File: config.mk
export PLATFORM = sky130hd
export DESIGN_NAME = gih_out
export DESIGN_NICKNAME = d
export VERILOG_FILES = /design/src/hdl/gih_pkg.sv /design/src/hdl/gih_out.sv
export SDC_FILE = /design/constraint.sdc
export NUM_CORES = 1
export LEC_CHECK = 0
export BUFFER_PORTS_ARGS = -buffer_cell sky130_fd_sc_hd__clkbuf_2
export CAP_MARGIN = 25
export CORE_ASPECT_RATIO = 0.6
export CORE_MARGIN = 4
export CORE_UTILIZATION = 40
export DETAILED_ROUTE_END_ITERATION = 8
export PLACE_DENSITY = 0.78
export SLEW_MARGIN = 20
export SYNTH_ARGS = -nofsm -noshare
export SYNTH_HDL_FRONTEND = slang
export SYNTH_SLANG_ARGS = --single-unit
File: constraint.sdc
create_clock -name clk -period 1.7 [get_ports clk]
set_input_delay 0.085 -clock clk [delete_from_list [all_inputs] [get_ports clk]]
set_output_delay 0.085 -clock clk [all_outputs]
set_load 0.005 [all_outputs]
File: src/hdl/gih_pkg.sv
// Package for the group id hash table: widths, status codes and shared structs.
// No dependencies; used by every module under hdl except gih_ram.
package gih_pkg;

	localparam int SLOT_COUNT  = 2048;
	localparam int SLOT_W      = $clog2(SLOT_COUNT);
	localparam int MAX_GROUPS  = 1024;
	localparam int GROUP_W     = $clog2(MAX_GROUPS);
	localparam int COUNT_W     = GROUP_W + 1;
	localparam int SALT_SHIFT  = 48;
	localparam int SALT_W      = 16;
	localparam int HASH_W      = 64;
	localparam int KEY_W       = 64;
	localparam int IDX_W       = 10;
	localparam int STATUS_W    = 2;
	localparam int IN_TDATA_W  = 144;
	localparam int OUT_TDATA_W = 80;
	localparam int OUT_PAD_W   = OUT_TDATA_W - GROUP_W - KEY_W - 1;

	typedef enum logic [STATUS_W-1:0] {
		STAT_FOUND     = 2'd0,
		STAT_CREATED   = 2'd1,
		STAT_FULL      = 2'd2,
		STAT_NOT_ALLOC = 2'd3
	} status_t;

	typedef struct packed {
		logic               valid;
		logic [GROUP_W-1:0] grp;
		logic [SALT_W-1:0]  salt;
	} slot_ent_t;

	localparam int SLOT_ENT_W = $bits(slot_ent_t);

	typedef struct packed {
		logic             knull;
		logic [KEY_W-1:0] key;
	} key_ent_t;

	localparam int KEY_ENT_W = $bits(key_ent_t);

	typedef struct packed {
		status_t            status;
		logic [GROUP_W-1:0] grp;
		logic [KEY_W-1:0]   key;
		logic               knull;
	} res_t;

endpackage

File: src/hdl/gih_out.sv
// Output register for result beats on the master side.
// Depends on gih_pkg.
module gih_out (
	input  logic                                clk,
	input  logic                                arst_n,
	input  logic                                res_valid,
	input  gih_pkg::res_t                       res,
	output logic                                out_ready,
	output logic                                m_tvalid,
	input  logic                                m_tready,
	output logic [gih_pkg::OUT_TDATA_W-1:0]     m_tdata,
	output logic [gih_pkg::STATUS_W-1:0]        m_tuser
);
	import gih_pkg::*;

	logic valid_q;
	res_t data_q;

	assign out_ready = !valid_q || m_tready;
	assign m_tvalid  = valid_q;
	assign m_tdata   = {{OUT_PAD_W{1'b0}}, data_q.knull, data_q.key, data_q.grp};
	assign m_tuser   = data_q.status;

	always_ff @(posedge clk or negedge arst_n) begin
		if (!arst_n) begin
			valid_q <= 1'b0;
		end else if (res_valid && out_ready) begin
			valid_q <= 1'b1;
		end else if (m_tready) begin
			valid_q <= 1'b0;
		end
	end

	always_ff @(posedge clk) begin
		if (res_valid && out_ready) begin
			data_q <= res;
		end
	end

endmodule

After elaboration in Yosys (flattened, before gate mapping)
Cells that the tools add are included.
- multiplexer cells: 2
- reduce and logical (&&, ||, !) cells: 4
- operators by type and width (cell ; count):
    $mux W1 ; 2
    $reduce_bool A2 Y1 ; 1
    $logic_and A1 B1 Y1 ; 1
    $logic_not A1 Y1 ; 1
    $logic_or A1 B1 Y1 ; 1
- register bits after elaboration: 78
- input port bits: 81
- word-level logic and storage cells: 11

Longest topological paths before layout
- depth in word-level cells: 4
- depth in mapped cells: 2
- mapped depth without buffers: 2

Least setup slack after synthesis
Ideal clock, no wire load.
- path kind: reg-to-reg
- from: register valid_q, in the netlist m_tvalid
- to: register data_q, in the netlist m_tdata[0] (enable)
- setup time: 0.381 ns
- arrival: 1.120 ns
- path slack: 0.199 ns
- stages on the path, launching flop included: 3
- buffers on the path: 0
- period minus slack after synthesis: 1.501 ns
- cell sequence: dfrtp_1 > nand2b_4 > and2_4
- word-level cells in the longest chain between the ends: 3
- RTL lines (item ; RTL line ; text):
    from (decl) ; gih_out.sv:16 ; logic valid_q;
    from (signal assigned) ; gih_out.sv:26 ; valid_q <= 1'b0;
    from (signal assigned) ; gih_out.sv:28 ; valid_q <= 1'b1;
    from (signal assigned) ; gih_out.sv:30 ; valid_q <= 1'b0;
    $logic_not A1 Y1 ; gih_out.sv:19 ; assign out_ready = !valid_q || m_tready;
    $logic_or A1 B1 Y1 ; gih_out.sv:19 ;
    net out_ready ; gih_out.sv:8 ; output logic out_ready,
    $logic_and A1 B1 Y1 ; gih_out.sv:35 ; if (res_valid && out_ready) begin
    to (signal assigned) ; gih_out.sv:36 ; data_q <= res;
    to (decl) ; gih_out.sv:17 ; res_t data_q;
The timed path passes the listed nets, and every way through them passes these cells.
A chain may end at the register's enable or synchronous reset.

Worst setup path in the final report
- from: register valid_q, in the netlist m_tvalid
- to: register data_q, in the netlist m_tdata[71] (enable)
- word-level cells in the longest chain between the ends: 3
- RTL lines (item ; RTL line):
    $logic_not A1 Y1 ; gih_out.sv:19
    $logic_or A1 B1 Y1 ; gih_out.sv:19
    $logic_and A1 B1 Y1 ; gih_out.sv:35
No other way between the ends.

==> impl_metrics.json <==
{
  "ys_ff_latch": 78,
  "cts_tree": "yes",
  "drc": 0,
  "setup-tns-final_ns": 0,
  "synth_top_area_share_pct": 96.0,
  "irDropWorstVdd_uv": 697,
  "num_vias": 1764,
  "first_pass_iters": 4,
  "cp-start-kind": "register",
  "path_max_fanout": 38,
  "grtUsageTotal_pct": 18.8,
  "skew_ns": 0.00547,
  "n_antenna_cell": 0,
  "max_freq_ghz": 0.826,
  "grt_busiest_layer": "met2",
  "dp_hpwl_mm": 4.15,
  "cellLeakagePower_nw": 1.90,
  "gr-total-overflow": 0,
  "hp-class": "in -> reg",
  "insertion_delay_ns": 0.33,
  "synthTopCellsByArea": "edfxtp_1 (96%), buf_4 (1.6%), dfrtp_1 (1.0%)",
  "timing.hold.ws_ns": 0.0348,
  "reg2reg_depth": 3,
  "setup_viol": 0,
  "final_util_pct": 76.1,
  "r2r-end": "m_tdata[71]",
  "synth.distinct_cells": 7,
  "fin_crit_ns": 1.21,
  "ys_warn_count": 0,
  "die_area_mm2": 0.00736,
  "power_density_mw_per_mm2": 985,
  "grt_pass1_wl_mm": 9.85,
  "min_from": "m_tready",
  "whs_endpoint": "m_tvalid",
  "grt_pass1_vias": 1936,
  "critPathCaptureType": "register",
  "ios": 165,
  "initial_core_util_pct": 42.2,
  "drt-vias-per-instance": 4.19,
  "cts.sinks": 78,
  "grtUsageMet3_pct": 9.99,
  "layout_commonest_cell": "clkbuf_2",
  "antenna_left": 0,
  "fin_nets": 418,
  "r2r_start": "m_tvalid",
  "netlist_instances": 87,
  "arrival_ns": 1.24,
  "clockBufferDepth": 2,
  "maxCapViolCount": 0,
  "gp_congestion": 0.714,
  "status": "complete, no violations",
  "syn_area_mm2": 0.00241,
  "syn2layout_area_growth_pct": 80.2,
  "drive_gt1_share_pct": 51.6,
  "crit_type": "reg -> reg",
  "holdPathStages": 3,
  "placementRows": 21,
  "r2r_setup_slack_ns": 0.49,
  "layout_common_cells": "clkbuf_2 (159), dlygate4sd3_1 (79), edfxtp_1 (77)",
  "yosysSeqAreaShare_pct": 97.1,
  "die_w_um": 108,
  "finalHoldViolations": 0,
  "clk_pin_slew_ns": 0.07,
  "cts_buffers": 9,
  "die_height_um": 68.1,
  "placement.io_buffers": 159,
  "grt_max_degree": 40,
  "wire_per_inst_um": 16.2,
  "min_period_over_period_pct": 71.2,
  "yosysTopAreaCell": "edfxtp_1",
  "gr-usage-met2_pct": 34.0,
  "synth_area_per_cell_um2": 27.7,
  "drt_iter0_drc": 48,
  "h-tree-depth": 3,
  "slew_viol_final": 0,
  "rsz0062_at_grt": "false",
  "met1_usage_pct": 19.0,
  "totalWireLength_mm": 6.82,
  "antenna_found_initial": 0,
  "core_mm2": 0.00570,
  "worstPathRequired_ns": 1.73,
  "clockRootBuffer": "clkbuf_8"
}
## registers in the layout (all words and copies together), names as in the netlist
signal and count:
m_tuser 2, m_tvalid 1, m_tdata 75
## cell usage after synthesis
cell type / number
conb_1: 1
edfxtp_1: 77
dfrtp_1: 1
nand2b_1: 1
nand2b_4: 1
and2_4: 1
buf_4: 5
## area by class of cell
cell class	instances	area, µm²
Multi-Input combinational cell	8	47.5
Fill cell	332	1360
Timing Repair Buffer	240	1630
Sequential cell	78	2340
Tap cell	80	100
Clock inverter	5	98.8
Clock buffer	10	128
## what timing repair did
| item | in CTS | in global routing |
|---|---|---|
| gates resized for setup | 0 | 0 |
| buffers inserted | 0 | 0 |
| endpoints found under the hold margin | 79 | 0 |
| hold buffers | 79 | 0 |
## where the power goes
group,switching [mW],total (mW),internal (mW)
sequential,0.0310,2.27,2.24
clock,0.612,1.57,0.961
combinational,0.167,0.428,0.261
total,0.811,4.27,3.46
## worst max-delay path, cell delays in order (launching register included)
cell	delay, ns
dfrtp_1	0.41
nand2b_4	0.08
and2_4	0.17
buf_12	0.22
## cells by family after synthesis
logic type / synth area share [%]
buffers and inverters: 1.56
other: 0.156
and+or+nand+nor: 1.20
DFF: 97.1
## worst max-delay path by stage
stage | from | end | cells past startpoint
after floorplan | m_tvalid | m_tdata[0] | 2
after global placement | m_tvalid | m_tdata[45] | 3
after detailed placement | m_tvalid | m_tdata[62] | 3
after CTS | m_tvalid | m_tdata[66] | 3
after global routing | m_tvalid | m_tdata[22] | 3
final | m_tvalid | m_tdata[71] | 3
## per-layer routing
layer,part of all wire (%),vias up
li1,-,830
met1,34,816
met2,52,110
met3,13,8
met4,0.92,0
met5,0,-
## stage by stage
stage                     area, µm²  setup WS, ns  instances  power (mW)
after floorplan                2420         0.199         91        2.38
after global placement         3320         0.513        327        2.58
after detailed placement       3320         0.491        327        2.59
after CTS                      4340         0.483        421        4.31
after global routing           4340         0.458        421        4.44
final                          4340         0.490        421        4.27
Note: power is estimated with default switching activity, not from simulation.
