<file path="src/hdl/gih_ram.sv">
// Generic simple dual-port RAM: one write port, one read port, registered read.
// No dependencies.
module gih_ram #(
	parameter int WIDTH = 8,
	parameter int DEPTH = 16
) (
	input  logic                     clk,
	input  logic                     we,
	input  logic [$clog2(DEPTH)-1:0] waddr,
	input  logic [WIDTH-1:0]         wdata,
	input  logic [$clog2(DEPTH)-1:0] raddr,
	output logic [WIDTH-1:0]         rdata
);

	logic [WIDTH-1:0] mem [DEPTH];

	always_ff @(posedge clk) begin
		if (we) begin
			mem[waddr] <= wdata;
		end
		rdata <= mem[raddr];
	end

endmodule

</file>
<file path="config.mk">
export PLATFORM = sky130hd
export DESIGN_NAME = gih_ram
export DESIGN_NICKNAME = d
export VERILOG_FILES = /design/src/hdl/gih_ram.sv
export SDC_FILE = /design/constraint.sdc
export NUM_CORES = 1
export LEC_CHECK = 0
export BUFFER_PORTS_ARGS = -buffer_cell sky130_fd_sc_hd__buf_2
export CORE_MARGIN = 3
export CORE_UTILIZATION = 36
export DETAILED_ROUTE_END_ITERATION = 16
export SETUP_SLACK_MARGIN = 0.2
export SLEW_MARGIN = 20
export SYNTH_ARGS = -nofsm -noshare
export SYNTH_HDL_FRONTEND = slang
export SYNTH_SLANG_ARGS = --single-unit
</file>
<file path="constraint.sdc">
create_clock -name clk -period 2.55 [get_ports clk]
set_input_delay 0 -clock clk [delete_from_list [all_inputs] [get_ports clk]]
set_output_delay 0 -clock clk [all_outputs]
set_load 0.03 [all_outputs]
</file>
# --- After elaboration in Yosys (flattened, before gate mapping) ---
# Memory sizes are Yosys's and may differ from the RTL's. A register that Yosys moved wholly into a read port is not among the register bits.
# Index checks and enable logic that the tools add are counted.
# W data, S select, Z words.
classes:
  mux: 2
op_table:
  columns: ["op", "n"]
  rows:
  - ["$mux W1", 2]
totals:
  out_inout_bits: 8
  ramBits: 128
  regBits: 0
  inputBits: 18
  wordCells: 3
  n_memories: 1
mem_list:
  columns: ["name", "depth", "width", "rd", "rd_clocked_by_memory_dff", "write_ports", "line", "rtl"]
  rows:
  - ["mem", 16, 8, 1, 1, 1, "15", "logic [WIDTH-1:0] mem [DEPTH];"]

# --- Logic depth before layout (Yosys ltp) ---
# Gate-level depths: netlist (run 1).
depth:
  depth_word: 2
  depth_mapped: 5
  mapped_depth_nobuf: 3

# --- Least setup slack after synthesis (run 1) ---
# OpenSTA, ideal clock, no wires.
synth_path:
  kind: "input port to flip-flop"
  start: "in waddr[2]"
  end: "mem mem[0][0] (enable)"
  cell_stages: 2
  setup_ns: 0.383
  arrival_time_ns: 1.110
  slack_ns: 1.057
  required_ns: 2.167
  cell_sequence: "or3b_2 nor3_1"
synth_rtl:
  columns: ["item", "line", "rtl"]
  rows:
  - ["from (decl)", "9", "input logic [$clog2(DEPTH)-1:0] waddr,"]
  - ["to (decl)", "15", null]
# No word-level cell before the write port.

# --- Final worst setup path (run 1) ---
layout_path:
  start: "in waddr[0]"
  end: "mem mem[14][5] (enable)"
# No word-level cell before the write port.

==> results of run 1 <==
[critical path, cell delays in order]
cell	delay [ns]
dlygate4sd3_1	0.53
buf_2	0.16
nand2b_1	0.21
nor2_1	0.71
[sequential cells by signal, indices dropped and copies added, names as in the netlist]
| name | flops |
|---|---|
| rdata | 8 |
| mem | 128 |
[synth_stat cells, drive strengths merged (2+ instances only)]
| library cell | number |
|---|---|
| nand2 | 9 |
| mux4 | 32 |
| nor3 | 4 |
| nor2 | 13 |
| clkdlybuf4s25 | 3 |
| buf | 7 |
| nand3b | 2 |
| nand2b | 2 |
| dfxtp | 8 |
| a22oi | 16 |
| edfxtp | 128 |
[layer usage]
metal	global-route usage	up-vias
li1	-	1092
met1	0.189	1290
met2	0.204	64
met3	0.0436	8
met4	0.0670	0
met5	0	-
[how the worst min path moves through the flow]
stage / endpoint / slack, ns / cells past startpoint
final: mem[5][3] / 0.13 / 3
after global routing: mem[5][3] / 0.13 / 3
after CTS: mem[5][3] / 0.11 / 3
after detailed placement: mem[6][7] / 0.40 / 1
after global placement: mem[4][1] / 0.39 / 1
after floorplan: mem[0][0] / 0.1 / 0
[per-stage QoR]
| step | instance area (sq um) | cells | setup slack (ns) |
|---|---|---|---|
| 4_1_cts | 6220 | 481 | 0.928 |
| 6_report | 6220 | 481 | 0.968 |
| 3_5_place_dp | 5520 | 439 | 0.705 |
| 3_3_place_gp | 5520 | 439 | 0.722 |
| 5_1_grt | 6220 | 481 | 0.835 |
| 2_1_floorplan | 5150 | 229 | 1.06 |
[layout make-up]
type / count / area [sq um] / area share
Tap cell: 180 / 225 / 0.0362
Clock buffer: 19 / 443 / 0.0712
Sequential cell: 136 / 4000 / 0.644
Timing Repair Buffer: 50 / 338 / 0.0543
Multi-Input combinational cell: 83 / 1060 / 0.170
Clock inverter: 13 / 154 / 0.0247
[power groups by stage]
stage	Clock, uW	Sequential (uW)	Combinational, uW
2_1_floorplan	0	2590	127
4_1_cts	2480	2520	270
3_5_place_dp	0	2560	259
6_report	2430	2520	265
5_1_grt	2590	2520	289
3_3_place_gp	0	2560	253
[timing repair]
action,4_1_cts,5_1_grt
setup buffers,0,0
endpoints found under the hold margin,129,0
hold buffers,10,0
[cells by family (layout without fill, tap and decap cells)]
group                  Yosys count  count (layout)  synth area share
DFF                            136             136             0.778
buffers and inverters           10              82            0.0168
AOI/OAI and AO/OA               16              16            0.0233
muxes                           32              32             0.150
and+or+nand+nor                 35              35            0.0318
==> results.txt, run 1 <==
status = finished, final reports clean
startpoint type of the worst setup path = input port
Worst R2R End = rdata[5]
final setup TNS = 0 ns
DRC viols = 0
Final ANT Viol Nets = 0
length of the first detailed-routing pass in iterations = 4
sw frac = 0.202
clock tree from TritonCTS = done
Placer Congestion = 0.709
synthesized area = 5150 sq um
ys async rst share = 0
clock buffer count from CTS = 17
post-DP HPWL = 6.47 mm
final slew viol count = 0
HP Start = waddr[2]
Worst setup endpoint = mem[14][5]
total wire length = 9.94 mm
vias in the first global route = 2636
Reg power frac = 0.483
WL met2 = 4.76 mm
fmax = 0.632 GHz
Reg clk slew, reported paths = 0.05 ns
final setup fails = 0
Lkg Pwr = 0.00210 uW
antenna violations before repair = 0
clk buf depth = 2
CP max FO = 8
final core utilization = 0.446
Internal = 4160 uW
final setup skew = 0.00579 ns
row count = 43
diode count = 0
CTS sink cnt = 136
IO Pins = 26
Synth Instances = 229
first-pass GRT wire length = 15.5 mm
share of cells above drive strength 1 = 0.296
max cap viols = 0
synth warn = 0
largest cells by area after synthesis = edfxtp_1 (75%), mux4_2 (7.9%), mux4_1 (7.1%)
peak supply drop = 0.554 mV
Yosys top cell by area = edfxtp_1
Slew Limit Headroom = 0.388
vias post-DR = 2454
final hold slack = 0.129 ns
final hold vios = 0
EDFF count, synth = 128
H-tree depth = 4
DIE WIDTH = 126 um
Critical Path RT = 2.58 ns
Least-Margin Pin Slew = 0.914 ns
gr usage total = 0.139
worst r2r src = mem[0][5]
DR iter-0 viols = 150
cells on worst reg2reg path = 3
ys flop type = edfxtp_1
sw power = 1050 uW
grt total ovfl = 0
Pwr Total = 5210 uW
most frequent cells in the layout = edfxtp_1 (128), buf_2 (25), mux4_2 (18)
clock share of power = 0.466
Total Nets Final = 306
largest net degree at the start of global routing = 23
Worst Path Arrival = 1.62 ns
port buffer count = 25
die extent in y = 126 um
Worst-Skew Late Latency = 0.42 ns
min-delay worst type = input port to flop
RSZ-0062 raised after global routing = false
post-layout min period = 1.58 ns
Mapped Avg Cell Area = 22.5 sq um
DIE AREA = 15800 sq um
part of the cycle the worst path needs = 0.620
vias per cell = 5.10
starting density of the core = 0.369
Post-Syn Nets = 247
Critical Path Start = waddr[0]
met1 WL = 4.54 mm
fillers = 1162
root buf cell = clkbuf_16
sequential area share after synthesis = 0.778
met3 WL = 525 um
PostCTS Resize Cnt = 0
area share of the largest cell type after synthesis = 0.747
Placeable Area = 13900 sq um
kind of critical path = input port to flop
Crit. End Element = flop
WL/cell = 20.7 um
Yosys cell types = 19
top routing layer in use = met4
area delta synth->final = 20.9%
Yosys reg bits = 136
power share of the combinational group = 0.051
Reg2Reg Setup Slack = 1.09 ns
commonest non-fill, non-tap cell in the layout = edfxtp_1
P per Cell Area = 837 nW/um^2
Power figures use the tool's default switching activity.
==> run 2, diff against run 1 <==
Settings changed: ABC_AREA from default to 1.
Clock period 2.55 ns to 1.44 ns, I/O delays scaled along.
==> run 2 against run 1 <==
Final cell count increased by 70%. Final area up 9.2%. Clock-buffer cell count fell by 2. Hold slack worse by 0.12 ns.
==> results.txt, run 2 <==
Slew Limit Headroom = 0.618
Worst R2R End = rdata[1]
IO Pins = 26
grt total ovfl = 0
row count = 45
port buffer count = 25
most frequent cells in the layout = nand2_1 (173), edfxtp_1 (128), inv_1 (100)
Biggest register = mem
post-DP HPWL = 8.01 mm
Lkg Pwr = 0.00293 uW
Placer Congestion = 0.777
M1 GR Usage = 0.206
Worst Path Arrival = 1.35 ns
Yosys reg bits = 136
diode count = 0
ys flop type = edfxtp_1
startpoint type of the worst setup path = flop
die extent in y = 133 um
Least-Margin Pin Slew = 0.572 ns
Placeable Area = 15400 sq um
post-layout min period = 1.04 ns
max reg flops = 128
fillers = 1478
first-pass GRT wire length = 20.4 mm
Critical Path Start = mem[11][1]
final hold vios = 0
max cap viols = 0
register area = 4000 sq um
busiest grt layer = met2
Total Nets Final = 613
count leader, synth = nand2_1
Reg2Reg Setup Slack = 0.40 ns
H-tree depth = 4
kind of critical path = flop to flop
vias per cell = 4.62
synth warn = 0
clock tree from TritonCTS = done
DRC viols = 0
Crit. End Element = flop
GR met3 Demand/Resource = 0.0308
status = finished, final reports clean
hold path endpoint = mem[10][3]
Mapped Avg Cell Area = 10.5 sq um
Worst Hold Depth = 1
length of the first detailed-routing pass in iterations = 5
min-delay worst type = input port to flop
Yosys cell types = 12
EDFF count, synth = 128
antenna violations before repair = 0
Synth Instances = 551
Worst-Skew Late Latency = 0.42 ns
starting density of the core = 0.374
gr usage total = 0.153
Yosys top cell by area = edfxtp_1
CTS sink cnt = 136
Reg clk slew, reported paths = 0.06 ns
DIE WIDTH = 133 um
final slew viol count = 0
cells on worst reg2reg path = 6
GRT met2 Usage = 0.243
# placed instances = 785
part of the cycle the worst path needs = 0.722
root buf cell = clkbuf_16
total wire length = 12.9 mm
Critical Path RT = 1.75 ns
synthesized area = 5770 sq um
HP Start = wdata[3]
peak supply drop = 0.810 mV
final setup skew = 0.00782 ns
final setup TNS = 0 ns
post-CTS setup buffer count = 0
clk buf depth = 2
vias post-DR = 3780
clock buffer count from CTS = 17
Synth top cells by count = nand2_1 (173), edfxtp_1 (128), inv_1 (100)
area share of the largest cell type after synthesis = 0.667
largest cells by area after synthesis = edfxtp_1 (67%), nand2_1 (11%), nand3_1 (8.4%)
share of cells above drive strength 1 = 0.133
Top Registers = mem x128, rdata x8
non-filler cells in the finished layout = 819
WL/cell = 15.7 um
RSZ-0062 raised after global routing = false
Post-Syn Nets = 569
sequential area share after synthesis = 0.694
area delta synth->final = 17.8%
P per Cell Area = 1380 nW/um^2
Final ANT Viol Nets = 0
worst r2r src = mem[11][1]
Multi-input gate area = 1210 sq um
vias in the first global route = 3701
ys async rst share = 0
commonest non-fill, non-tap cell in the layout = nand2_1
largest net degree at the start of global routing = 65
final setup fails = 0
fmax = 0.962 GHz
CP max FO = 1
DR iter-0 viols = 431
DIE AREA = 17600 sq um
## run 2: logic make-up (layout without fill, tap and decap cells)
family,Yosys count,in the layout,share of synthesized area
buffers and inverters,126,183,0.0952
DFF,136,136,0.694
and+or+nand+nor,289,289,0.210
## run 2: metal layers
metal / up-vias / wire, um
li1: 1864 / -
met1: 1759 / 5560
met2: 133 / 6290
met3: 24 / 764
met4: 0 / 279
met5: - / 0
## run 2: worst max path at each step
stage	depth (start not counted)	to
floorplan	2	mem[10][0]
global placement	6	rdata[1]
detailed placement	6	rdata[2]
CTS	6	rdata[2]
global route	6	rdata[1]
finish	6	rdata[1]
## run 2: cell type report
| cell class | count | area share |
|---|---|---|
| clock buffer | 17 | 0.0626 |
| clock inverter | 15 | 0.0245 |
| inverter | 102 | 0.0564 |
| multi-input combinational | 289 | 0.179 |
| sequential | 136 | 0.590 |
| tap | 211 | 0.0389 |
| timing repair buffer | 49 | 0.0494 |
## run 2: through the flow
stage          setup WS, ns  hold WS, ns  power, uW  area [sq um]   util
2_1_floorplan         0.489       0.0989       4890          5770      -
3_3_place_gp          0.258        0.361       5120          6180  0.401
3_5_place_dp          0.236        0.362       5130          6180  0.401
4_1_cts               0.396      0.00892       9430          6790  0.440
5_1_grt               0.279       0.0183       9670          6790  0.440
6_report              0.400       0.0133       9340          6790  0.440
## run 2: what timing repair did
item,CTS,global route
resized for setup,0,0
hold buffers,2,0
endpoints found under the hold margin,23,0
## run 2: power breakdown
group	switching, uW	leakage [uW]	total [uW]	internal, uW
Sequential	26.8	0.00122	4450	4420
Combinational	424	0.00142	591	167
Clock	1720	0.000281	4300	2580
## run 2: worst max-delay path: stages, from the launching register on
cell	delay (ns)
edfxtp_1	0.36
inv_1	0.06
nand2_1	0.05
nand3_1	0.11
nand3_1	0.10
nand3_1	0.19
nand2_1	0.07
==> run 3, diff against run 2 <==
Settings changed: ABC_AREA 1 to 0.
Clock period 1.44 ns to 0.92 ns, I/O delays scaled along.
==> run 3 against run 2 <==
The flow now finishes with violations (negative setup slack). Global-route usage fell by 1.9 points. Highest routed layer unchanged. Sequential share of layout area fell by 1.4 points. Maximum frequency fell by 18%. Non-clock buffer count rose by 23. Clock-buffer cell count rose by 1. Die area fell by 10%. Critical path depth fell by 3. Final cell count fell by 39%. Register-to-register slack got worse by 0.75 ns. Combinational power rose by 73%. Hold slack improved by 0.16 ns.
==> results.txt, run 3 (synthesis results as in run 1) <==
status = complete, but fails checks
failing checks = negative setup slack
max cap viols = 0
Total Nets Final = 328
vias post-DR = 2473
final setup skew = 0.0112 ns
Critical Path RT = 1.22 ns
first-pass GRT wire length = 15.3 mm
die extent in y = 126 um
kind of critical path = flop to flop
RSZ-0062 raised after global routing = true
commonest non-fill, non-tap cell in the layout = edfxtp_1
WL/cell = 19.5 um
Placeable Area = 13900 sq um
H-tree depth = 4
worst r2r src = mem[10][5]
Worst Path Arrival = 1.56 ns
max reg flops = 128
Slew Limit Headroom = 0.437
length of the first detailed-routing pass in iterations = 4
Reg2Reg Setup Slack = -0.35 ns
port buffer count = 25
Critical Path Start = mem[10][5]
CTS sink cnt = 136
Biggest register = mem
DIE AREA = 15800 sq um
fillers = 1086
clock tree from TritonCTS = done
DIE WIDTH = 126 um
gr usage total = 0.134
Least-Margin Pin Slew = 0.841 ns
P per Cell Area = 2220 nW/um^2
Pwr Total = 15500 uW
vias per cell = 4.92
final hold vios = 0
post-layout min period = 1.27 ns
fmax = 0.790 GHz
DRC viols = 0
cells on worst reg2reg path = 3
most frequent cells in the layout = edfxtp_1 (128), mux4_2 (32), buf_12 (25)
met3 WL = 384 um
top routing layer in use = met4
IO Pins = 26
Reg clk slew, reported paths = 0.06 ns
CP max FO = 1
Worst setup endpoint = rdata[5]
final slew viol count = 0
post-DP HPWL = 6.51 mm
Worst R2R End = rdata[5]
Top Registers = mem x128, rdata x8
starting density of the core = 0.369
part of the cycle the worst path needs = 1.38
Worst-Skew Late Latency = 0.42 ns
WL met2 = 5.18 mm
min-delay worst type = input port to flop
peak supply drop = 1.48 mV
vias in the first global route = 2633
Placer Congestion = 0.713
row count = 43
antenna violations before repair = 0
root buf cell = clkbuf_16
grt total ovfl = 0
met1 WL = 4.08 mm
Crit. End Element = flop
area delta synth->final = 35.6%
startpoint type of the worst setup path = flop
clk buf depth = 2
clock buffer count from CTS = 17
final setup fails = 8
Lkg Pwr = 0.00232 uW
DR iter-0 viols = 213
final worst setup slack = -0.346 ns
Final ANT Viol Nets = 0
diode count = 0
largest net degree at the start of global routing = 17
total wire length = 9.82 mm
share of cells above drive strength 1 = 0.495
post-place setup slack = -0.536 ns
run 3: cell count changes in the layout (fill, tap and decap cells not counted), sizes merged, moves of 2 or more:
cell         change
buf             +17
nand3           -96
nand2b           +2
nand2          -164
a22oi           +16
mux4            +32
dlygate4sd3      +6
bufinv           +4
nor3             +4
inv            -107
nor2             -4
run 3: worst min path at each step:
stage	start	to	slack, ns	cells past startpoint
after floorplan	wdata[0]	mem[0][0]	0.1	0
after global placement	wdata[6]	mem[14][6]	0.39	1
after detailed placement	wdata[5]	mem[12][5]	0.40	1
final	waddr[2]	mem[0][1]	0.18	4
after global routing	waddr[2]	mem[0][1]	0.17	4
after CTS	waddr[3]	mem[0][1]	0.16	4
run 3: routing by layer:
metal  track usage  vias to the layer above
li1              -                     1124
met1         0.164                     1285
met2         0.222                       50
met4        0.0491                        0
met3        0.0466                       14
met5             0                        -
run 3: layout make-up:
| class | count | area, sq um | share of cell area |
|---|---|---|---|
| clock buffer | 18 | 429 | 0.0615 |
| sequential | 136 | 4020 | 0.576 |
| multi-input combinational | 83 | 1190 | 0.171 |
| clock inverter | 14 | 229 | 0.0328 |
| timing repair buffer | 72 | 888 | 0.127 |
| tap | 180 | 225 | 0.0323 |
run 3: metrics by stage:
step                       util  area, sq um  instances  TNS (ns)  hold WS (ns)
final                     0.501         6980        503     -2.57         0.177
after CTS                 0.500         6960        503     -2.67         0.156
after floorplan               -         5250        229     -7.44        0.0989
after global routing      0.501         6980        503     -2.94         0.168
after detailed placement  0.438         6110        462    -29.51         0.397
after global placement    0.438         6110        462    -28.75         0.389
run 3: repair_timing:
| action | CTS | global route |
|---|---|---|
| hold endpoints to repair | 128 | 0 |
| setup endpoints to repair | 62 | 64 |
| setup buffers | 1 | 0 |
| cloned | 0 | 0 |
| pin swaps | 3 | 3 |
| gates resized for setup | 34 | 4 |
| hold buffers | 8 | 0 |
run 3: worst max-delay path: stages (launching register included):
cell and delay [ns]:
edfxtp_1 0.39, mux4_2 0.48, a22oi_2 0.21, nand2_1 0.06
run 3: power by group:
part	leakage (uW)	internal, uW	switching, uW
logic	0.000789	506	512
registers	0.00122	6940	51.9
clock network	0.000311	5050	2410
