<file path="src/hdl/gih_pkg.sv">
// Package for the group id hash table: widths, status codes and shared structs.
// No dependencies; used by every module under hdl except gih_ram.
package gih_pkg;

	localparam int SLOT_COUNT  = 2048;
	localparam int SLOT_W      = $clog2(SLOT_COUNT);
	localparam int MAX_GROUPS  = 1024;
	localparam int GROUP_W     = $clog2(MAX_GROUPS);
	localparam int COUNT_W     = GROUP_W + 1;
	localparam int SALT_SHIFT  = 48;
	localparam int SALT_W      = 16;
	localparam int HASH_W      = 64;
	localparam int KEY_W       = 64;
	localparam int IDX_W       = 10;
	localparam int STATUS_W    = 2;
	localparam int IN_TDATA_W  = 144;
	localparam int OUT_TDATA_W = 80;
	localparam int OUT_PAD_W   = OUT_TDATA_W - GROUP_W - KEY_W - 1;

	typedef enum logic [STATUS_W-1:0] {
		STAT_FOUND     = 2'd0,
		STAT_CREATED   = 2'd1,
		STAT_FULL      = 2'd2,
		STAT_NOT_ALLOC = 2'd3
	} status_t;

	typedef struct packed {
		logic               valid;
		logic [GROUP_W-1:0] grp;
		logic [SALT_W-1:0]  salt;
	} slot_ent_t;

	localparam int SLOT_ENT_W = $bits(slot_ent_t);

	typedef struct packed {
		logic             knull;
		logic [KEY_W-1:0] key;
	} key_ent_t;

	localparam int KEY_ENT_W = $bits(key_ent_t);

	typedef struct packed {
		status_t            status;
		logic [GROUP_W-1:0] grp;
		logic [KEY_W-1:0]   key;
		logic               knull;
	} res_t;

endpackage

</file>
<file path="src/hdl/gih_ctrl.sv">
// Probe sequencer: clears the slot table, walks slots linearly, compares keys,
// appends groups and serves readback. Depends on gih_pkg.
module gih_ctrl (
	input  logic                    clk,
	input  logic                    arst_n,
	input  logic                    in_valid,
	output logic                    in_ready,
	input  logic                    cmd,
	input  logic [63:0]             key_hash,
	input  logic [63:0]             key_value,
	input  logic                    key_is_null,
	input  logic [9:0]              read_index,
	output logic                    slot_we,
	output logic [gih_pkg::SLOT_W-1:0]     slot_waddr,
	output logic [gih_pkg::SLOT_ENT_W-1:0] slot_wdata,
	output logic [gih_pkg::SLOT_W-1:0]     slot_raddr,
	input  logic [gih_pkg::SLOT_ENT_W-1:0] slot_rdata,
	output logic                    key_we,
	output logic [gih_pkg::GROUP_W-1:0]    key_waddr,
	output logic [gih_pkg::KEY_ENT_W-1:0]  key_wdata,
	output logic [gih_pkg::GROUP_W-1:0]    key_raddr,
	input  logic [gih_pkg::KEY_ENT_W-1:0]  key_rdata,
	output logic                    res_valid,
	output gih_pkg::res_t           res,
	input  logic                    out_ready
);
	import gih_pkg::*;

	typedef enum logic [5:0] {
		S_CLEAR  = 6'b000001,
		S_IDLE   = 6'b000010,
		S_PROBE  = 6'b000100,
		S_KEYCMP = 6'b001000,
		S_RDBK   = 6'b010000,
		S_WAIT   = 6'b100000
	} state_t;

	state_t             state_q, state_d;
	logic [SLOT_W-1:0]  clr_q;
	logic [SLOT_W-1:0]  slot_q;
	logic [SLOT_W-1:0]  step_q;
	logic [COUNT_W-1:0] count_q;
	logic [SALT_W-1:0]  salt_q;
	logic [KEY_W-1:0]   key_q;
	logic               null_q;
	logic [GROUP_W-1:0] grp_q;
	logic [IDX_W-1:0]   idx_q;
	res_t               res_q;

	logic      accept;
	logic      create;
	logic      advance;
	logic      at_last;
	logic      is_full;
	logic      salt_eq;
	logic      key_eq;
	logic      idx_ok;
	slot_ent_t rd_ent;
	slot_ent_t wr_ent;
	key_ent_t  rd_key;
	key_ent_t  cur_key;

	assign in_ready = (state_q == S_IDLE);
	assign accept   = in_valid && in_ready;
	assign rd_ent   = slot_ent_t'(slot_rdata);
	assign rd_key   = key_ent_t'(key_rdata);
	assign cur_key  = '{knull: null_q, key: key_q};
	assign at_last  = (step_q == SLOT_W'(SLOT_COUNT - 1));
	assign is_full  = (count_q == COUNT_W'(MAX_GROUPS));
	assign salt_eq  = (rd_ent.salt == salt_q);
	assign key_eq   = (rd_key == cur_key);
	assign idx_ok   = (COUNT_W'(idx_q) < count_q);

	assign slot_raddr = (state_q == S_IDLE) ? key_hash[SLOT_W-1:0] : SLOT_W'(slot_q + 1'b1);
	assign key_raddr  = (state_q == S_IDLE) ? read_index[GROUP_W-1:0] : rd_ent.grp;

	assign wr_ent     = '{valid: 1'b1, grp: count_q[GROUP_W-1:0], salt: salt_q};
	assign slot_we    = (state_q == S_CLEAR) || create;
	assign slot_waddr = (state_q == S_CLEAR) ? clr_q : slot_q;
	assign slot_wdata = (state_q == S_CLEAR) ? '0 : wr_ent;
	assign key_we     = create;
	assign key_waddr  = count_q[GROUP_W-1:0];
	assign key_wdata  = cur_key;

	always_comb begin
		state_d    = state_q;
		res_valid  = 1'b0;
		create     = 1'b0;
		advance    = 1'b0;
		res.status = STAT_FOUND;
		res.grp    = '0;
		res.key    = '0;
		res.knull  = 1'b0;
		case (state_q)
			S_CLEAR: begin
				if (clr_q == SLOT_W'(SLOT_COUNT - 1)) begin
					state_d = S_IDLE;
				end
			end
			S_IDLE: begin
				if (accept) begin
					state_d = cmd ? S_RDBK : S_PROBE;
				end
			end
			S_PROBE: begin
				if (!rd_ent.valid) begin
					res_valid = 1'b1;
					if (is_full) begin
						res.status = STAT_FULL;
					end else begin
						create     = 1'b1;
						res.status = STAT_CREATED;
						res.grp    = count_q[GROUP_W-1:0];
						res.key    = key_q;
						res.knull  = null_q;
					end
				end else if (salt_eq) begin
					state_d = S_KEYCMP;
				end else if (at_last) begin
					res_valid  = 1'b1;
					res.status = STAT_FULL;
				end else begin
					advance = 1'b1;
				end
			end
			S_KEYCMP: begin
				if (key_eq) begin
					res_valid  = 1'b1;
					res.status = STAT_FOUND;
					res.grp    = grp_q;
					res.key    = rd_key.key;
					res.knull  = rd_key.knull;
				end else if (at_last) begin
					res_valid  = 1'b1;
					res.status = STAT_FULL;
				end else begin
					advance = 1'b1;
					state_d = S_PROBE;
				end
			end
			S_RDBK: begin
				res_valid = 1'b1;
				if (idx_ok) begin
					res.status = STAT_FOUND;
					res.grp    = idx_q[GROUP_W-1:0];
					res.key    = rd_key.key;
					res.knull  = rd_key.knull;
				end else begin
					res.status = STAT_NOT_ALLOC;
				end
			end
			S_WAIT: begin
				res_valid = 1'b1;
				res       = res_q;
			end
			default: begin
				state_d = S_IDLE;
			end
		endcase
		if (res_valid) begin
			state_d = out_ready ? S_IDLE : S_WAIT;
		end
	end

	always_ff @(posedge clk or negedge arst_n) begin
		if (!arst_n) begin
			state_q <= S_CLEAR;
			clr_q   <= '0;
			count_q <= '0;
		end else begin
			state_q <= state_d;
			if (state_q == S_CLEAR) begin
				clr_q <= SLOT_W'(clr_q + 1'b1);
			end
			if (create) begin
				count_q <= COUNT_W'(count_q + 1'b1);
			end
		end
	end

	always_ff @(posedge clk) begin
		if (accept) begin
			slot_q <= key_hash[SLOT_W-1:0];
			step_q <= '0;
			salt_q <= key_hash[SALT_SHIFT +: SALT_W];
			key_q  <= key_is_null ? '0 : key_value;
			null_q <= key_is_null;
			idx_q  <= read_index;
		end
		if (advance) begin
			slot_q <= SLOT_W'(slot_q + 1'b1);
			step_q <= SLOT_W'(step_q + 1'b1);
		end
		if (state_q == S_PROBE && rd_ent.valid && salt_eq) begin
			grp_q <= rd_ent.grp;
		end
		if (res_valid && !out_ready && state_q != S_WAIT) begin
			res_q <= res;
		end
	end

	a_count_bound: assert property (@(posedge clk) disable iff (!arst_n)
		count_q <= COUNT_W'(MAX_GROUPS))
		else $error("group count above capacity");

	a_create_count: assert property (@(posedge clk) disable iff (!arst_n)
		create |=> count_q == COUNT_W'($past(count_q) + 1'b1))
		else $error("group append did not advance count");

	a_keycmp_entry: assert property (@(posedge clk) disable iff (!arst_n)
		state_q == S_KEYCMP |-> $past(state_q) == S_PROBE)
		else $error("key compare without slot read");

	a_hold_result: assert property (@(posedge clk) disable iff (!arst_n)
		(res_valid && !out_ready) |=> state_q == S_WAIT)
		else $error("stalled result not held");

endmodule

</file>
<file path="config.mk">
export PLATFORM = sky130hd
export DESIGN_NAME = gih_ctrl
export DESIGN_NICKNAME = d
export VERILOG_FILES = /design/src/hdl/gih_pkg.sv /design/src/hdl/gih_ctrl.sv
export SDC_FILE = /design/constraint.sdc
export NUM_CORES = 1
export LEC_CHECK = 0
export BUFFER_PORTS_ARGS = -buffer_cell sky130_fd_sc_hd__buf_2
export CAP_MARGIN = 20
export CORE_UTILIZATION = 35
export CTS_BUF_LIST = sky130_fd_sc_hd__clkbuf_2
export DETAILED_ROUTE_END_ITERATION = 12
export HOLD_SLACK_MARGIN = 0.02
export PLACE_DENSITY = 0.61
export SYNTH_ARGS = -nofsm -noshare
export SYNTH_HDL_FRONTEND = slang
export SYNTH_SLANG_ARGS = --single-unit
</file>
<file path="constraint.sdc">
create_clock -name clk -period 6.6 [get_ports clk]
set_clock_uncertainty 0.2 [all_clocks]
set_input_delay 1.32 -clock clk [delete_from_list [all_inputs] [get_ports clk]]
set_output_delay 1.32 -clock clk [all_outputs]
set_load 0.03 [all_outputs]
</file>
# Yosys cells after proc, flatten, opt, wreduce, memory -nomap -nowiden
# Cells that the tools add are included.
dict set report word_totals {
  ff_bits 228
  in_bits 236
  elab_cells 90
  output_inout_bits 215
}
dict set report classes {
  mux 42
  reduce_logical 10
  n_addsub 4
  order_cmp 1
  eq_ne 19
}
# op n
set ops {}
lappend ops {{77-bit one-hot mux with 4 select lines} 1}
lappend ops {{75-bit 2-to-1 mux} 4}
lappend ops {{11-bit 2-to-1 mux} 6}
lappend ops {{65-bit equality test} 1}
lappend ops {{6-bit 2-to-1 mux} 8}
lappend ops {{11-bit by 1-bit adder with 11-bit output, second input constant} 4}
lappend ops {{11-bit equality test, second input constant} 3}
lappend ops {{6-bit one-hot mux with 5 select lines} 1}
lappend ops {{27-bit 2-to-1 mux} 1}
lappend ops {{16-bit equality test} 1}
lappend ops {{2-bit 2-to-1 mux} 6}
lappend ops {{3-bit != test, second input constant} 4}
lappend ops {{10-bit by 11-bit < comparator with 1-bit output} 1}
lappend ops {{1-bit 2-to-1 mux} 11}
lappend ops {{10-bit 2-to-1 mux} 1}
lappend ops {{7-bit AND reduction} 1}
lappend ops {{6-bit by 1-bit equality test with 1-bit output, second input constant} 1}
lappend ops {{6-bit by 2-bit equality test with 1-bit output, second input constant} 1}
lappend ops {{6-bit by 3-bit equality test with 1-bit output, second input constant} 1}
lappend ops {{6-bit by 4-bit equality test with 1-bit output, second input constant} 1}
lappend ops {{6-bit by 5-bit equality test with 1-bit output, second input constant} 1}
lappend ops {{6-bit equality test, second input constant} 1}
lappend ops {{6-bit != test, second input constant} 1}
lappend ops {{1-bit logical AND} 5}
lappend ops {{10 further kinds} 10}

# Logic depth before layout (Yosys ltp)
dict set report logic_depth {
  word_depth 7
  mapped_depth 11
  ltp_nobuf 9
}

# Least setup slack after synthesis
# No wires, ideal clock.
dict set report synth_path {
  path_type {input to register}
  from {input key_rdata[20] (netlist bit)}
  to {register res_q[0] (netlist bit) (enable)}
  path_slack_ps -52
  stages 7
  path_buffers 0
  setup_ps 522
  required_time_ps 5878
  arrival_ps 5930
  path_cell_list {xnor2_1 nand4_1 nor4_1 nand3_1 or3_1 a21oi_1 nor2b_1}
}
dict set report synth_between {
  elab_chain_cells 5
}
# item line_no
set synth_lines {}
lappend synth_lines {{start: declaration} gih_ctrl.sv:22} ;# input logic [gih_pkg::KEY_ENT_W-1:0] key_rdata,
lappend synth_lines {{65-bit equality test} gih_ctrl.sv:71} ;# assign key_eq = (rd_key == cur_key);
lappend synth_lines {{1-bit 2-to-1 mux} gih_ctrl.sv:127} ;# if (key_eq) begin
lappend synth_lines {{1-bit one-hot mux with 3 select lines} gih_ctrl.sv:94} ;# case (state_q)
lappend synth_lines {{1-bit logical AND (2 in a row)} gih_ctrl.sv:197} ;# if (res_valid && !out_ready && state_q != S_WAIT) begin
lappend synth_lines {{end signal: assignment} gih_ctrl.sv:198} ;# res_q <= res;
lappend synth_lines {{end: declaration} gih_ctrl.sv:48} ;# res_t res_q;
# No other way between the ends.
# A chain may end at the register's enable or synchronous reset.

==> summary.log <==
[logic_synthesis] share of the yosys chip area belonging to registers 57.9%
[clock_network] Sinks on Clock Net 228
[setup_path] crit path buf inv count 3
[placed_design] final weighted congestion in routability-driven placement 0.868
[floorplanning] die extent in x 184 um
[power] Design Power 5.36 mW
[drt] average via count per standard cell 4.97
[logic_synthesis] primary flip-flop cell chosen by synthesis mapping sky130_fd_sc_hd__edfxtp_1
[logic_synthesis] cell taking the most area after synthesis sky130_fd_sc_hd__edfxtp_1
[global_routing] number of antenna violations at the first check in global routing 12
[cells_and_area] area growth from synthesis to layout 27.5%
[cells_and_area] Final Util 45.4%
[sta] RSZ-0062 raised after global routing no
[logic_synthesis] synthesized instance count 958
[logic_synthesis] average footprint of a synthesized cell 12.1 um^2
[setup_path] Worst Reg-to-Reg Cells 8
[setup_path] gate family responsible for the most delay along the worst path simple AND/OR/NAND/NOR gates
[drt] met3 routed wirelength 2730 um
[clock_network] maximum count of clock buffers along a single path 3
[floorplanning] number of ports placed on the die boundary 451
[sta] maximum clock frequency 169 MHz
[setup_path] cell at the slowest stage of the critical path sky130_fd_sc_hd__nor4_1
[clock_network] number of hold buffers added after cts 0
[global_routing] largest net degree at the start of global routing 66
[sta] final count of negative-setup-slack endpoints 0
[clock_network] H-tree levels 3
[clock_network] number of cells upsized or downsized after cts 0
[logic_synthesis] EDFF count, synth 200
[global_routing] via count of the first global-routing pass 9310
[setup_path] CP required 5.08 ns
[flow_run] maxcap violations 0
[sta] hold violation count in the final report 0
[setup_path] CP Cell Sequence buf_2 -> xnor2_1 -> nand4_1 -> nor4_1 -> nand4_1 -> or3_1 -> nand2_2 -> buf_4 -> a21o_1 -> buf_2
[sta] Slew Viols, Final 0
[global_routing] first-pass GRT wire length 54300 um
[drt] routed length per placed instance 19.6 um
[clock_network] setup bufs post-CTS 0
[placed_design] worst setup slack after placement 0.587 ns
[worst_hold_path] kind of path behind the tightest hold check flop to flop
[logic_synthesis] portion of synthesized cell area occupied by the leading cell type 51.8%
[placed_design] placed wire-length estimate 26800 um
[floorplanning] placeable core region 32500 um^2
[floorplanning] Die Height 184 um
[global_routing] global routing usage summed across all routing layers 21.6%
[clock_network] Skew-Pair Late Insertion Delay 0.82 ns
[drt] number of iterations in the first detailed-routing pass 5
[floorplanning] effective utilization at floorplan 35.6%
[power] power density over cell area 362 nW/um^2
[logic_synthesis] Syn. warnings 0
[cells_and_area] total non-filler cell area in the finished layout 14800 um^2
[setup_path] Critical Path Start Type primary input
[logic_synthesis] total standard cell area after synthesis 11600 um^2
[logic_synthesis] most frequent cell after synthesis sky130_fd_sc_hd__edfxtp_1
[setup_path] critical path's largest stage delay 0.47 ns
[worst_hold_path] Hold Crit Depth 1
[logic_synthesis] post-synth net total 1208
[floorplanning] FP Rows 66
[logic_synthesis] leading post-synthesis cells by instance count 200 x sky130_fd_sc_hd__edfxtp_1, 86 x sky130_fd_sc_hd__xnor2_1, 83 x sky130_fd_sc_hd__nand2_1
[run_status] status finished clean
[drt] first-iteration detailed-routing DRC count 623
[drt] top metal layer carrying routed signals met4
[sta] final worst-path cycle share 89.5%
[cells_and_area] final std cells w/o fill 1907
[sta] Post-Route Setup TNS 0 ns
[sta] Slew @ Worst Pin 1.01 ns
[logic_synthesis] flip-flop and latch count after synthesis 228
[logic_synthesis] number of distinct library cell variants in the gate-level netlist after synthesis 53
[placed_design] number of buffer cells added on primary ports 413
[sta] Rel. slew slack 32.7%
[cells_and_area] net count reported at finish 1651
[floorplanning] Total Die Area 33800 um^2
[drt] DR DRC count 0
[sta] hold slack final 0.301 ns
[setup_path] count of cell instances traversed by the critical path 10
[drt] routed length on met1 15900 um
[drt] Detail Route Antenna Nets 0
[clock_network] clock tree from TritonCTS done
[power] VDD IR-drop max 0.000187 V
[drt] total wire length after detailed routing 37300 um
[global_routing] GR Overflow Total 0
[placed_design] placed standard-cell area 14100 um^2
[setup_path] crit path DAT 4.38 ns
[logic_synthesis] top cells by area, synth sky130_fd_sc_hd__edfxtp_1 52%, sky130_fd_sc_hd__xnor2_1 6.5%, sky130_fd_sc_hd__dfrtp_1 5.8%
[logic_synthesis] Async S/R FF share, synth 12.3%
[placed_design] count of placed standard cells including taps 1771
[sta] slack of the critical path 0.695 ns
[setup_path] CP endpoint kind output pin
[drt] detailed-route via count 9485
[setup_path] crit-path max FO 17
[setup_path] critical path class primary input to output pin
[clock_network] number of clock buffers inserted by TritonCTS 69
[power] standby leakage power 7.01 nW
[drt] length of routed met2 wiring 17700 um
[clock_network] root buf cell sky130_fd_sc_hd__clkbuf_2
[clock_network] clock transition at the registers of the reported paths 0.09 ns
[cells_and_area] share of post-route cells with drive strength above 1 38.8%
[sta] clock period minus final worst setup slack 5.90 ns
layout make-up:
class,count,area [um^2]
fillers,3203,17800
diodes,12,30.0
inverters,38,143
clock inverters,16,90.1
clock buffers,107,536
flip-flops and latches,228,6710
well taps,442,553
multi-input cells,634,4430
repair buffers,430,2290
kinds of logic after synthesis:
family                     count (synthesis)  share of synthesized area [%]
AOI/OAI and AO/OA                        175                           12.0
xor gates and xnor gates                 118                           8.92
adders and majority gates                 14                           1.51
buffers and inverters                     96                           4.15
DFF                                      228                           57.9
muxes                                     13                           1.23
and+or+nand+nor                          314                           14.4
report_power, final:
group          total, mW  internal [mW]  switching, mW
sequential          2.14           1.93          0.214
combinational       2.12          0.634           1.48
clock               1.10          0.467          0.629
cell usage in the layout, fill, tap and decap left out, types with 3 or more instances in the layout:
master / Yosys / routed
sky130_fd_sc_hd__a22oi_1: 10 / 10
sky130_fd_sc_hd__nand3b_1: 3 / 3
sky130_fd_sc_hd__nor4_1: 10 / 10
sky130_fd_sc_hd__inv_2: 0 / 4
sky130_fd_sc_hd__o221ai_1: 10 / 10
sky130_fd_sc_hd__ha_1: 14 / 14
sky130_fd_sc_hd__mux2_2: 5 / 5
sky130_fd_sc_hd__nand3_1: 21 / 21
sky130_fd_sc_hd__and3_1: 12 / 12
sky130_fd_sc_hd__and4_1: 3 / 3
sky130_fd_sc_hd__nor2b_1: 66 / 65
sky130_fd_sc_hd__clkinv_1: 0 / 8
sky130_fd_sc_hd__nor2_1: 53 / 52
sky130_fd_sc_hd__buf_2: 9 / 413
sky130_fd_sc_hd__buf_12: 0 / 7
sky130_fd_sc_hd__nand2_1: 83 / 82
sky130_fd_sc_hd__edfxtp_1: 200 / 200
sky130_fd_sc_hd__a22o_1: 65 / 65
sky130_fd_sc_hd__a31oi_1: 3 / 3
sky130_fd_sc_hd__buf_4: 17 / 9
sky130_fd_sc_hd__a21oi_1: 6 / 6
sky130_fd_sc_hd__xor2_1: 32 / 32
sky130_fd_sc_hd__mux2_1: 5 / 5
sky130_fd_sc_hd__a21o_1: 67 / 67
sky130_fd_sc_hd__dfrtp_1: 27 / 27
sky130_fd_sc_hd__clkbuf_2: 0 / 107
sky130_fd_sc_hd__nor3_1: 5 / 5
sky130_fd_sc_hd__xnor2_1: 86 / 86
sky130_fd_sc_hd__and2_1: 19 / 18
sky130_fd_sc_hd__diode_2: 0 / 12
sky130_fd_sc_hd__clkinv_2: 0 / 3
sky130_fd_sc_hd__mux2i_1: 3 / 3
sky130_fd_sc_hd__inv_1: 38 / 38
sky130_fd_sc_hd__o21ai_0: 5 / 4
sky130_fd_sc_hd__nand4_1: 21 / 21
state kept, by name (all words and copies together) (netlist names):
| signal | flops |
|---|---|
| null_q | 1 |
| key_q | 64 |
| slot_q | 11 |
| count_q | 11 |
| state_q | 6 |
| salt_q | 16 |
| idx_q | 10 |
| grp_q | 10 |
| clr_q | 11 |
| res_q | 77 |
| step_q | 11 |
per-layer routing:
metal	vias to the layer above	track usage, %
li1	4419	-
met1	4592	27.8
met2	408	33.8
met3	66	5.69
met4	0	10.2
met5	-	0
worst reg2reg max path, cell delays in order, from the launching register on:
cell,delay (ns)
sky130_fd_sc_hd__dfrtp_1,0.43
sky130_fd_sc_hd__or4_1,0.60
sky130_fd_sc_hd__nor3b_4,0.83
sky130_fd_sc_hd__buf_12,0.39
sky130_fd_sc_hd__a2111o_1,0.17
sky130_fd_sc_hd__a21oi_1,0.06
sky130_fd_sc_hd__a21oi_1,0.22
sky130_fd_sc_hd__nor2b_4,0.21
sky130_fd_sc_hd__buf_12,0.32
final timing paths:
| kind | from | endpoint | slack, ns |
|---|---|---|---|
| max | key_rdata[25] | res[3] | 0.70 |
| min | clr_q[7]$_DFFE_PN0P_ | clr_q[7]$_DFFE_PN0P_ | 0.30 |
| max reg2reg | state_q[1]$_DFFE_PN0P_ | res_q[1]$_DFFE_PP_ | 2.72 |
| min reg2reg | clr_q[7]$_DFFE_PN0P_ | clr_q[7]$_DFFE_PN0P_ | 0.30 |
| max in group asynchronous | arst_n | count_q[3]$_DFFE_PN0P_ | 5.39 |
| min in group asynchronous | arst_n | clr_q[2]$_DFFE_PN0P_ | 0.34 |
No activity file was read; power rests on OpenSTA's default activity.
